--- src/sv/lfas_pkg.sv ---
// shared types and constants for the lazy-flag add and interrupt sampler
// no dependencies

package lfas_pkg;

  typedef enum logic [1:0] {
    CMD_ADD      = 2'd0,
    CMD_SAMPLE   = 2'd1,
    CMD_BOUNDARY = 2'd2
  } cmd_e;

  // cc bit positions
  localparam int unsigned CcCBit = 0;
  localparam int unsigned CcVBit = 1;
  localparam int unsigned CcZBit = 2;
  localparam int unsigned CcNBit = 3;
  localparam int unsigned CcIBit = 4;
  localparam int unsigned CcHBit = 5;
  localparam int unsigned CcFBit = 6;

  localparam logic [7:0] CcFlagMask = 8'h2F;

  // control pin positions
  localparam int unsigned PinNmi  = 0;
  localparam int unsigned PinIrq  = 1;
  localparam int unsigned PinFirq = 2;
  localparam int unsigned PinHalt = 3;

  // one word being processed in the execute stage
  typedef struct packed {
    logic fire;
    logic is_add;
    logic is_boundary;
  } step_t;

  typedef struct packed {
    logic nmi;
    logic irq;
    logic firq;
    logic halt;
  } pend_t;

endpackage

--- src/sv/lfas_add_unit.sv ---
// accumulator a adder with lazy condition code state
// depends on lfas_pkg

module lfas_add_unit import lfas_pkg::*; (
  input  logic       clk_i,
  input  logic       rst_ni,
  input  step_t      step_i,
  input  logic [7:0] data_byte_i,
  input  logic [7:0] cc_in_i,
  output logic [7:0] acc_a_o,
  output logic [7:0] cc_out_o
);

  logic [7:0] acc_q, acc_d;
  logic [7:0] left_q, left_d;
  logic [7:0] right_q, right_d;
  logic [8:0] raw_q, raw_d;
  logic [8:0] half_x;
  logic [7:0] ovf_x;
  logic [7:0] flags;

  always_comb begin
    acc_d   = acc_q;
    left_d  = left_q;
    right_d = right_q;
    raw_d   = raw_q;
    if (step_i.fire && step_i.is_add) begin
      left_d  = acc_q;
      right_d = data_byte_i;
      raw_d   = {1'b0, acc_q} + {1'b0, data_byte_i};
      acc_d   = raw_d[7:0];
    end
  end

  always_ff @(posedge clk_i or negedge rst_ni) begin
    if (!rst_ni) begin
      acc_q   <= '0;
      left_q  <= '0;
      right_q <= '0;
      raw_q   <= '0;
    end else begin
      acc_q   <= acc_d;
      left_q  <= left_d;
      right_q <= right_d;
      raw_q   <= raw_d;
    end
  end

  // flags come from the state after this word
  always_comb begin
    half_x = {1'b0, left_d} ^ {1'b0, right_d} ^ raw_d;
    ovf_x  = (left_d ^ raw_d[7:0]) & (right_d ^ raw_d[7:0]);
    flags  = '0;
    flags[CcCBit] = raw_d[8];
    flags[CcVBit] = ovf_x[7];
    flags[CcZBit] = (raw_d[7:0] == 8'h00);
    flags[CcNBit] = raw_d[7];
    flags[CcHBit] = half_x[4];
  end

  assign acc_a_o  = acc_d;
  assign cc_out_o = (cc_in_i & ~CcFlagMask) | flags;

endmodule

--- src/sv/lfas_irq_unit.sv ---
// control line capture and pending event decode
// depends on lfas_pkg

module lfas_irq_unit import lfas_pkg::*; (
  input  logic       clk_i,
  input  logic       rst_ni,
  input  step_t      step_i,
  input  logic [3:0] ctrl_pins_n_i,
  input  logic [7:0] cc_in_i,
  output pend_t      pend_o
);

  logic [3:0] lines_q, lines_d;
  logic [3:0] prev_q, prev_d;
  logic [3:0] seen;

  always_comb begin
    seen    = lines_q | ~ctrl_pins_n_i;
    lines_d = lines_q;
    prev_d  = prev_q;
    pend_o  = '0;
    if (step_i.fire) begin
      lines_d = seen;
      if (step_i.is_boundary) begin
        pend_o.nmi  = seen[PinNmi] & ~prev_q[PinNmi];
        pend_o.irq  = seen[PinIrq] & ~cc_in_i[CcIBit];
        pend_o.firq = seen[PinFirq] & ~cc_in_i[CcFBit];
        pend_o.halt = seen[PinHalt];
        prev_d      = seen;
        lines_d     = '0;
      end
    end
  end

  always_ff @(posedge clk_i or negedge rst_ni) begin
    if (!rst_ni) begin
      lines_q <= '0;
      prev_q  <= '0;
    end else begin
      lines_q <= lines_d;
      prev_q  <= prev_d;
    end
  end

endmodule

--- src/sv/lazy_flag_add_and_interrupt_sampler_top.sv ---
// lazy-flag accumulator a adder with interrupt line sampler
// path: an accepted word passes through the input register, then the result register
// throughput: one word per cycle while the output is not stalled, set by the single execute stage
// reset: async active low, clears a, lazy flag state, line capture and valids
// depends on lfas_pkg, lfas_add_unit, lfas_irq_unit

module lazy_flag_add_and_interrupt_sampler_top import lfas_pkg::*; (
  input  logic       clk_i,
  input  logic       rst_ni,
  input  logic       in_valid_i,
  output logic       in_stall_o,
  input  logic [1:0] command_i,
  input  logic [7:0] data_byte_i,
  input  logic [3:0] ctrl_pins_n_i,
  input  logic [7:0] cc_in_i,
  output logic       out_valid_o,
  input  logic       out_stall_i,
  output logic [7:0] acc_a_o,
  output logic [7:0] cc_out_o,
  output logic       nmi_pending_o,
  output logic       irq_pending_o,
  output logic       firq_pending_o,
  output logic       halt_pending_o
);

  logic       in_valid_q;
  logic [1:0] cmd_q;
  logic [7:0] data_q;
  logic [3:0] pins_q;
  logic [7:0] cc_q;
  logic       out_valid_q;
  logic [7:0] acc_q;
  logic [7:0] cc_out_q;
  pend_t      pend_q;

  logic       advance;
  logic       in_fire;
  step_t      step;
  logic [7:0] acc_w;
  logic [7:0] cc_w;
  pend_t      pend_w;

  assign advance    = !out_valid_q || !out_stall_i;
  assign in_stall_o = in_valid_q && !advance;
  assign in_fire    = in_valid_i && !in_stall_o;

  always_comb begin
    step.fire        = in_valid_q && advance;
    step.is_add      = (cmd_q == CMD_ADD);
    step.is_boundary = (cmd_q == CMD_BOUNDARY);
  end

  always_ff @(posedge clk_i or negedge rst_ni) begin
    if (!rst_ni) begin
      in_valid_q  <= 1'b0;
      out_valid_q <= 1'b0;
    end else begin
      if (in_fire) begin
        in_valid_q <= 1'b1;
      end else if (advance) begin
        in_valid_q <= 1'b0;
      end
      if (advance) begin
        out_valid_q <= in_valid_q;
      end
    end
  end

  always_ff @(posedge clk_i) begin
    if (in_fire) begin
      cmd_q  <= command_i;
      data_q <= data_byte_i;
      pins_q <= ctrl_pins_n_i;
      cc_q   <= cc_in_i;
    end
    if (step.fire) begin
      acc_q    <= acc_w;
      cc_out_q <= cc_w;
      pend_q   <= pend_w;
    end
  end

  lfas_add_unit u_add (
    .clk_i       (clk_i),
    .rst_ni      (rst_ni),
    .step_i      (step),
    .data_byte_i (data_q),
    .cc_in_i     (cc_q),
    .acc_a_o     (acc_w),
    .cc_out_o    (cc_w)
  );

  lfas_irq_unit u_irq (
    .clk_i         (clk_i),
    .rst_ni        (rst_ni),
    .step_i        (step),
    .ctrl_pins_n_i (pins_q),
    .cc_in_i       (cc_q),
    .pend_o        (pend_w)
  );

  assign out_valid_o    = out_valid_q;
  assign acc_a_o        = acc_q;
  assign cc_out_o       = cc_out_q;
  assign nmi_pending_o  = pend_q.nmi;
  assign irq_pending_o  = pend_q.irq;
  assign firq_pending_o = pend_q.firq;
  assign halt_pending_o = pend_q.halt;

endmodule

--- config.mk ---
export PLATFORM = sky130hd
export DESIGN_NAME = lazy_flag_add_and_interrupt_sampler_top
export DESIGN_NICKNAME = d
export VERILOG_FILES = /design/src/sv/lfas_pkg.sv /design/src/sv/lfas_add_unit.sv /design/src/sv/lfas_irq_unit.sv /design/src/sv/lazy_flag_add_and_interrupt_sampler_top.sv
export SDC_FILE = /design/constraint.sdc
export NUM_CORES = 1
export LEC_CHECK = 0
export BUFFER_PORTS_ARGS = -buffer_cell sky130_fd_sc_hd__buf_2
export CELL_PAD_IN_SITES_DETAIL_PLACEMENT = 1
export CELL_PAD_IN_SITES_GLOBAL_PLACEMENT = 1
export CORE_UTILIZATION = 47
export CTS_BUF_LIST = sky130_fd_sc_hd__clkbuf_8
export CTS_CLUSTER_SIZE = 20
export DETAILED_ROUTE_END_ITERATION = 6
export PLACE_DENSITY = 0.91
export SLEW_MARGIN = 20
export SYNTH_ARGS = -nofsm -noshare
export SYNTH_HDL_FRONTEND = slang
export SYNTH_HIERARCHICAL = 1
export SYNTH_SLANG_ARGS = --single-unit
export TNS_END_PERCENT = 100
--- constraint.sdc ---
create_clock -name clk_i -period 4.55 [get_ports clk_i]
set_clock_uncertainty 0.15 [all_clocks]
set_input_delay 0.2275 -clock clk_i [delete_from_list [all_inputs] [get_ports clk_i]]
set_output_delay 0.2275 -clock clk_i [all_outputs]
set_load 0.02 [all_outputs]
* Yosys cells after proc, flatten, opt, wreduce, memory -nomap -nowiden
Cells that the tools add are included.
** Storage, ports and cells
- Output and inout port bits :: 22
- Bits in registers :: 82
** Cells by class
- Add/sub/neg operators :: 1
- Equality and inequality tests :: 1
- Reduce and logical (&&, ||, !) cells :: 13
- Bitwise logic cells :: 14
- Multiplexer cells :: 7
** Operator list (count)
- 8-bit 2-to-1 mux :: 3
- 8-bit XOR :: 2
- 5-bit XOR :: 2
- 8-bit by 8-bit adder with 9-bit output :: 1
- 9-bit 2-to-1 mux :: 1
- 8-bit bitwise AND :: 1
- 8-bit zero test :: 1
- 8-bit by 6-bit OR with 8-bit output :: 1
- 1-bit logical AND :: 4
- 1-bit zero test :: 4
- 4-bit 2-to-1 mux :: 1
- 4-bit NOT :: 1
- 4-bit OR :: 1
- 1-bit bitwise AND :: 3
- 1-bit NOT :: 3
- 2-bit equality test (second input constant) :: 1
- 2-bit zero test :: 1
- 1-bit 2-to-1 mux :: 2
- 2-bit AND reduction :: 1
- 2-bit nonzero test :: 1
- 1-bit logical OR :: 1

* Logic depth before layout (Yosys ltp)
Gate-level depths: netlist of run 1.
- Depth after elaboration :: 8
- Mapped depth :: 9

* Modules after synthesis
The synthesis of run 1 kept the hierarchy.
** By module, submodules not included
- lazy_flag_add_and_interrupt_sampler_top :: seq. area each 1311.3 µm², area each 1363.8 µm², cells each 52, times used 1
- lfas_add_unit :: seq. area each 525.5 µm², area each 1239.9 µm², cells each 128, times used 1
- lfas_irq_unit :: seq. area each 125.1 µm², area each 271.5 µm², cells each 25, times used 1

* Worst setup path before layout of run 1
OpenSTA, ideal clock, no wires.
- Kind :: register to register
- Start point :: register out_valid_q (netlist: out_valid_o)
- End point :: register cc_out_q[5] (netlist: cc_out_o[5]) (data pin)
- Path slack :: 0.373 ns
- Buffers on the path :: 1
- Data arrival time :: 3.757 ns
- Clock period less this slack :: 4.177 ns
- Required time :: 4.131 ns
- Cell stages (with the launch flop) :: 8
- Cell sequence :: dfrtp_1 > a21boi_0 > and2_1 > clkbuf_1 > nand2_1 > mux2i_1 > a21o_2 > xor3_1
** RTL lines
- start, declared :: RTL line lazy_flag_add_and_interrupt_sampler_top.sv:31 : logic out_valid_q;
- start signal, assigned :: RTL line lazy_flag_add_and_interrupt_sampler_top.sv:64 : out_valid_q <= in_valid_q;
- end signal, assigned :: RTL line lazy_flag_add_and_interrupt_sampler_top.sv:78 : cc_out_q <= cc_w;
- end, declared :: RTL line lazy_flag_add_and_interrupt_sampler_top.sv:33 : logic [7:0] cc_out_q;

==> impl_metrics.yaml, run 1 <==
worst_setup_path:
  path_class: "input pin to flip-flop"
  crit_chain: "dlygate4sd3_1, buf_2, a21boi_2, buf_4, and2_1, nand2_1, mux2i_1, a21o_2, xor3_1"
  r2r_setup_slack_ns: 1.40
  rr_worst_depth: 7
  startpoint_type: "input pin"
  reg2reg_to: "cc_out_o[5]"
  cp_data_required_time_ns: 4.48
  end_kind: "flip-flop"
  path_delay_family: "buffers and inverters"
  crit_buf_inv: 3
  slowest_stage: "and2_1"
  crit_fanout: 25
  critPathArrivalTime_ns: 3.20
  worstReg2RegStart: "out_valid_o"
  cp-startpoint: "out_stall_i"
  slowest_delay_ns: 0.65
placement:
  portBuffers: 42
  place_inst: 307
  dpl.hpwl_um: 3840
  routabilityCongestion: 0.759
detailed_routing:
  wire_per_inst_um: 17.2
  viasPerCell: 5.24
  drcViolationCount: 0
  routed_wirelength_um: 5900
  ant_nets: 0
  dr.first_iter.drc_count: 97
  drt-pass1-iter-count: 4
  dr_total_vias: 1799
global_route:
  grt_first_pass_wirelength_um: 9840
  grt_max_degree: 29
  antenna_found_initial: 0
  grt_pass1_vias: 2072
  grt_overflow: 0
  grtUsageTotal_pct: 22.3
sta:
  period_share_pct: 71.8
  slew_violations: 0
  slew_headroom_pct: 41.4
  setup_viol: 0
  max_freq_mhz: 306
  hold_violations: 0
  fin_setup_tns_ns: 0
  rsz0062_at_grt: "no"
  worst_slew_pin_slew_ns: 0.879
  fin_crit_ns: 3.27
clock_tree:
  clock_sinks: 65
  clkSlewWorstSetupHoldPaths_ns: 0.07
  clk_latency_ns: 0.34
  cts_setup_buffers: 0
  clock_path_buffers: 2
  htreeDepth: 3
  cts_inserted_buffers: 9
  cts_tree: "built"
  root_buffer: "clkbuf_8"
  cts_hold_buf: 20
  cts_resized: 0
pwr:
  ir_worst_vdd_uv: 299
  p_leak_uw: 0.00151
  power-per-cell-area_nw_per_um2: 565
worst_hold_path:
  whs_endpoint: "cc_out_o[7]"
  hp-class: "flip-flop to flip-flop"
  min_from: "cc_q[7]"
  holdPathStages: 0
job:
  drv_cap: 0
final_layout:
  nFillCells: 573
  drive_gt1_share_pct: 27.7
  layout_commonest_cell: "buf_2"
  area_growth_syn_to_layout_pct: 25.1
  layout.nets: 301
  diodes: 0
  mostFrequentLayoutCells: "42 x buf_2, 37 x edfxtp_1, 28 x dfrtp_1"
  fin_cells: 343
die:
  start_util_pct: 49.2
  num_rows: 27
  ioPinCount: 48
  die_area_um2: 6110
  die_w_um: 78.1
  core_um2: 5540
  chipHeight_um: 78.1
run_status:
  outcome: "complete, no violations"
synth:
  synth_nets: 235
  syn_inst: 200
  yosysWarningCount: 6
  netlist_area_um2: 2730
  syn_avg_cell_area_um2: 13.6
stage by stage:
step | hold slack (ns) | util, % | setup slack [ns] | area (um^2) | total power [uW]
6_report | 0.282 | 61.5 | 1.28 | 3410 | 1930
5_1_grt | 0.286 | 61.5 | 1.15 | 3410 | 2030
4_1_cts | 0.282 | 61.5 | 1.29 | 3410 | 1940
3_5_place_dp | 0.152 | 54.0 | 1.39 | 2990 | 1380
3_3_place_gp | 0.152 | 54.0 | 1.59 | 2990 | 1330
2_1_floorplan | -0.218 | - | 0.373 | 2730 | 1230
worst reg2reg max path: stages (launching register included):
cell and delay [ns]:
dfrtp_1 0.43, a21boi_2 0.32, buf_4 0.37, and2_1 0.66, nand2_1 0.14, mux2i_1 0.29, a21o_2 0.16, xor3_1 0.39
cell type report:
cell class | count | area, um^2 | area share [%]
inverters | 8 | 30.0 | 0.881
flip-flops and latches | 65 | 1810 | 53.1
well taps | 72 | 90.1 | 2.64
repair buffers | 64 | 425 | 12.5
clock inverters | 6 | 81.3 | 2.39
multi-input cells | 118 | 833 | 24.4
clock buffers | 10 | 138 | 4.04
worst max path at each step:
stage	slack, ns	cells past startpoint	to
after global placement	1.59	7	cc_out_o[5]
after floorplan	0.37	7	cc_out_o[5]
after CTS	1.29	9	cc_out_o[5]
after global routing	1.15	9	cc_out_o[5]
final	1.28	9	cc_out_o[5]
after detailed placement	1.39	7	cc_out_o[5]
where the power goes:
part	switching [uW]	leakage, uW	total [uW]	internal [uW]
clock	220	0.000110	539	320
sequential	69.4	0.000690	857	788
combinational	306	0.000714	531	225
flip-flops by register name, indices dropped and copies added (netlist names):
| signal | flops |
|---|---|
| cmd_q | 2 |
| firq_pending_o | 1 |
| acc_a_o | 8 |
| nmi_pending_o | 1 |
| in_valid_q | 1 |
| u_irq/prev_q | 1 |
| u_add/left_q | 2 |
| u_add/acc_q | 8 |
| pins_q | 4 |
| halt_pending_o | 1 |
| u_add/right_q | 2 |
| out_valid_o | 1 |
| u_irq/lines_q | 4 |
| cc_out_o | 8 |
| cc_q | 3 |
| u_add/raw_q | 9 |
| data_q | 8 |
| irq_pending_o | 1 |
layer usage:
layer | track usage, % | up-vias | share of wire [%]
met5 | 0 | - | 0
met3 | 6.74 | 19 | 3.0
met4 | 14.1 | 0 | 3.5
li1 | - | 843 | -
met2 | 38.5 | 47 | 54
met1 | 23.6 | 890 | 40
Note: power is estimated with default switching activity, not from simulation.
==> inputs of run 2 (changes only) <==
--- a/config.mk
+++ b/config.mk
@@ -5,14 +5,15 @@
 export SDC_FILE = /design/constraint.sdc
 export NUM_CORES = 1
 export LEC_CHECK = 0
+export ABC_AREA = 1
 export BUFFER_PORTS_ARGS = -buffer_cell sky130_fd_sc_hd__buf_2
 export CELL_PAD_IN_SITES_DETAIL_PLACEMENT = 1
 export CELL_PAD_IN_SITES_GLOBAL_PLACEMENT = 1
-export CORE_UTILIZATION = 47
+export CORE_UTILIZATION = 46
 export CTS_BUF_LIST = sky130_fd_sc_hd__clkbuf_8
 export CTS_CLUSTER_SIZE = 20
 export DETAILED_ROUTE_END_ITERATION = 6
-export PLACE_DENSITY = 0.91
+export PLACE_DENSITY = 0.92
 export SLEW_MARGIN = 20
 export SYNTH_ARGS = -nofsm -noshare
 export SYNTH_HDL_FRONTEND = slang
==> constraint.sdc (replaced) <==
create_clock -name clk_i -period 3.3 [get_ports clk_i]
set_clock_uncertainty 0.15 [all_clocks]
set_input_delay 0.165 -clock clk_i [delete_from_list [all_inputs] [get_ports clk_i]]
set_output_delay 0.165 -clock clk_i [all_outputs]
set_load 0.02 [all_outputs]
==> run 2 against run 1 <==
  * Largest cell class unchanged
  * Design area is essentially flat
  * Clock power grew 23%
  * Critical path type is now flip-flop to flip-flop
  * Combinational power grew 50%
  * Highest routed layer unchanged
  * First-iteration DRC count shrank 52%
  * Total power grew 37%
  * Critical path depth grew 1
  * Final cell count grew 16%
  * Synthesized area grew 1.1%
==> impl_metrics.yaml, run 2 <==
run_status:
  outcome: "complete, no violations"
die:
  ioPinCount: 48
  die_area_um2: 6300
  core_um2: 5640
  chipHeight_um: 79.4
  num_rows: 27
  die_w_um: 79.4
  start_util_pct: 48.8
sta:
  fin_setup_tns_ns: 0
  fin_crit_ns: 2.48
  worst_slew_pin_slew_ns: 0.739
  whs_ns: 0.224
  setup_viol: 0
  slew_violations: 0
  slew_headroom_pct: 50.7
  period_share_pct: 75.0
  rsz0062_at_grt: "no"
  max_freq_mhz: 404
  hold_violations: 0
detailed_routing:
  drt-pass1-iter-count: 4
  routed_wirelength_um: 6490
  drcViolationCount: 0
  dr.first_iter.drc_count: 47
  wire_per_inst_um: 16.3
  ant_nets: 0
  dr_total_vias: 1980
  viasPerCell: 4.97
final_layout:
  fin_cells: 398
  mostFrequentLayoutCells: "66 x nand2_1, 42 x buf_2, 37 x edfxtp_1"
  top_register: "u_add/raw_q"
  nFillCells: 606
  layout_commonest_cell: "nand2_1"
  area_growth_syn_to_layout_pct: 23.8
  layout.nets: 356
  largest_reg_flops: 9
  fin_util_pct: 60.5
  diodes: 0
  drive_gt1_share_pct: 23.9
clock_tree:
  clk_latency_ns: 0.35
  clock_path_buffers: 2
  cts_resized: 0
  cts_setup_buffers: 0
  clock_sinks: 65
  clkSlewWorstSetupHoldPaths_ns: 0.07
  cts_tree: "built"
  htreeDepth: 3
  cts_inserted_buffers: 9
  root_buffer: "clkbuf_8"
worst_setup_path:
  critPathArrivalTime_ns: 2.43
  path_class: "flip-flop to flip-flop"
  crit_buf_inv: 1
  end_kind: "flip-flop"
  cp_data_required_time_ns: 3.26
  crit_top_cell: "nor2_1"
  path_delay_family: "simple AND/OR/NAND/NOR gates"
  slowest_stage: "inv_1"
  slowest_delay_ns: 0.45
  crit_fanout: 21
  crit_chain: "nor2_1, nand2_2, inv_1, nand3_1, nand2_1, nor2_2, nand3_1, nor2_1, nand2_1, nor2_1"
  startpoint_type: "flip-flop"
pwr:
  p_leak_uw: 0.00166
  power-per-cell-area_nw_per_um2: 773
  ir_worst_vdd_uv: 451
  total_power_uw: 2640
placement:
  portBuffers: 42
  place_inst: 361
  dpl.hpwl_um: 4140
  routabilityCongestion: 0.820
global_route:
  grt_max_degree: 29
  grt_util_met2_pct: 43.4
  grt_util_met3_pct: 9.03
  grtUsageTotal_pct: 24.1
  top_usage_layer: "met2"
  antenna_found_initial: 0
  use_met1_pct: 25.8
  grt_pass1_vias: 2242
  grt_overflow: 0
  grt_first_pass_wirelength_um: 10800
synth:
  synth_nets: 289
  yosysWarningCount: 6
  netlist_area_um2: 2760
  syn_inst: 254
  syn_avg_cell_area_um2: 10.8
job:
  drv_cap: 0
worst_hold_path:
  hp-class: "input pin to async pin"
run 2: per-layer routing:
metal / part of all wire, % / routed length [um]
met5: 0 / 0
met4: 2.1 / 137
met3: 4.1 / 269
met2: 54 / 3480
met1: 40 / 2600
run 2: final timing paths:
kind,startpoint,end,slack (ns),cells after the start
min reg2reg,cc_q[7],cc_out_o[7],0.27,0
min in group clk_i,cc_q[7],cc_out_o[7],0.27,0
max,cmd_q[1],cc_out_o[2],0.82,10
min,rst_ni,u_add/acc_q[2],0.22,2
max reg2reg,cmd_q[1],cc_out_o[2],0.82,10
max in group asynchronous,rst_ni,u_add/acc_q[3],2.35,2
run 2: layout make-up:
type / count / area, um^2 / share of cell area [%]
Inverter: 37 / 141 / 4.15
Clock inverter: 7 / 71.3 / 2.09
Tap cell: 72 / 90.1 / 2.64
Multi-Input combinational cell: 144 / 744 / 21.8
Sequential cell: 65 / 1810 / 53.1
Timing Repair Buffer: 64 / 428 / 12.5
Clock buffer: 9 / 124 / 3.63
run 2: repair_timing:
item,in CTS,in global routing
endpoints found under the hold margin,47,0
hold buffers,21,0
endpoints found under the setup margin,0,0
run 2: where the power goes:
part           internal [uW]  switching (uW)
combinational            279             518
clock                    348             315
sequential              1090            91.0
total                   1710             923
run 2: worst register-to-register path: stages (launching register included):
cell	delay (ns)
edfxtp_1	0.40
nor2_1	0.26
nand2_2	0.35
inv_1	0.47
nand3_1	0.17
nand2_1	0.14
nor2_2	0.06
nand3_1	0.08
nor2_1	0.05
nand2_1	0.06
nor2_1	0.04
run 2: stage by stage:
step	cell area, um^2	setup WS (ns)
2_1_floorplan	2760	0.224
3_3_place_gp	3010	0.994
3_5_place_dp	3010	0.854
4_1_cts	3410	0.809
5_1_grt	3410	0.612
6_report	3410	0.824
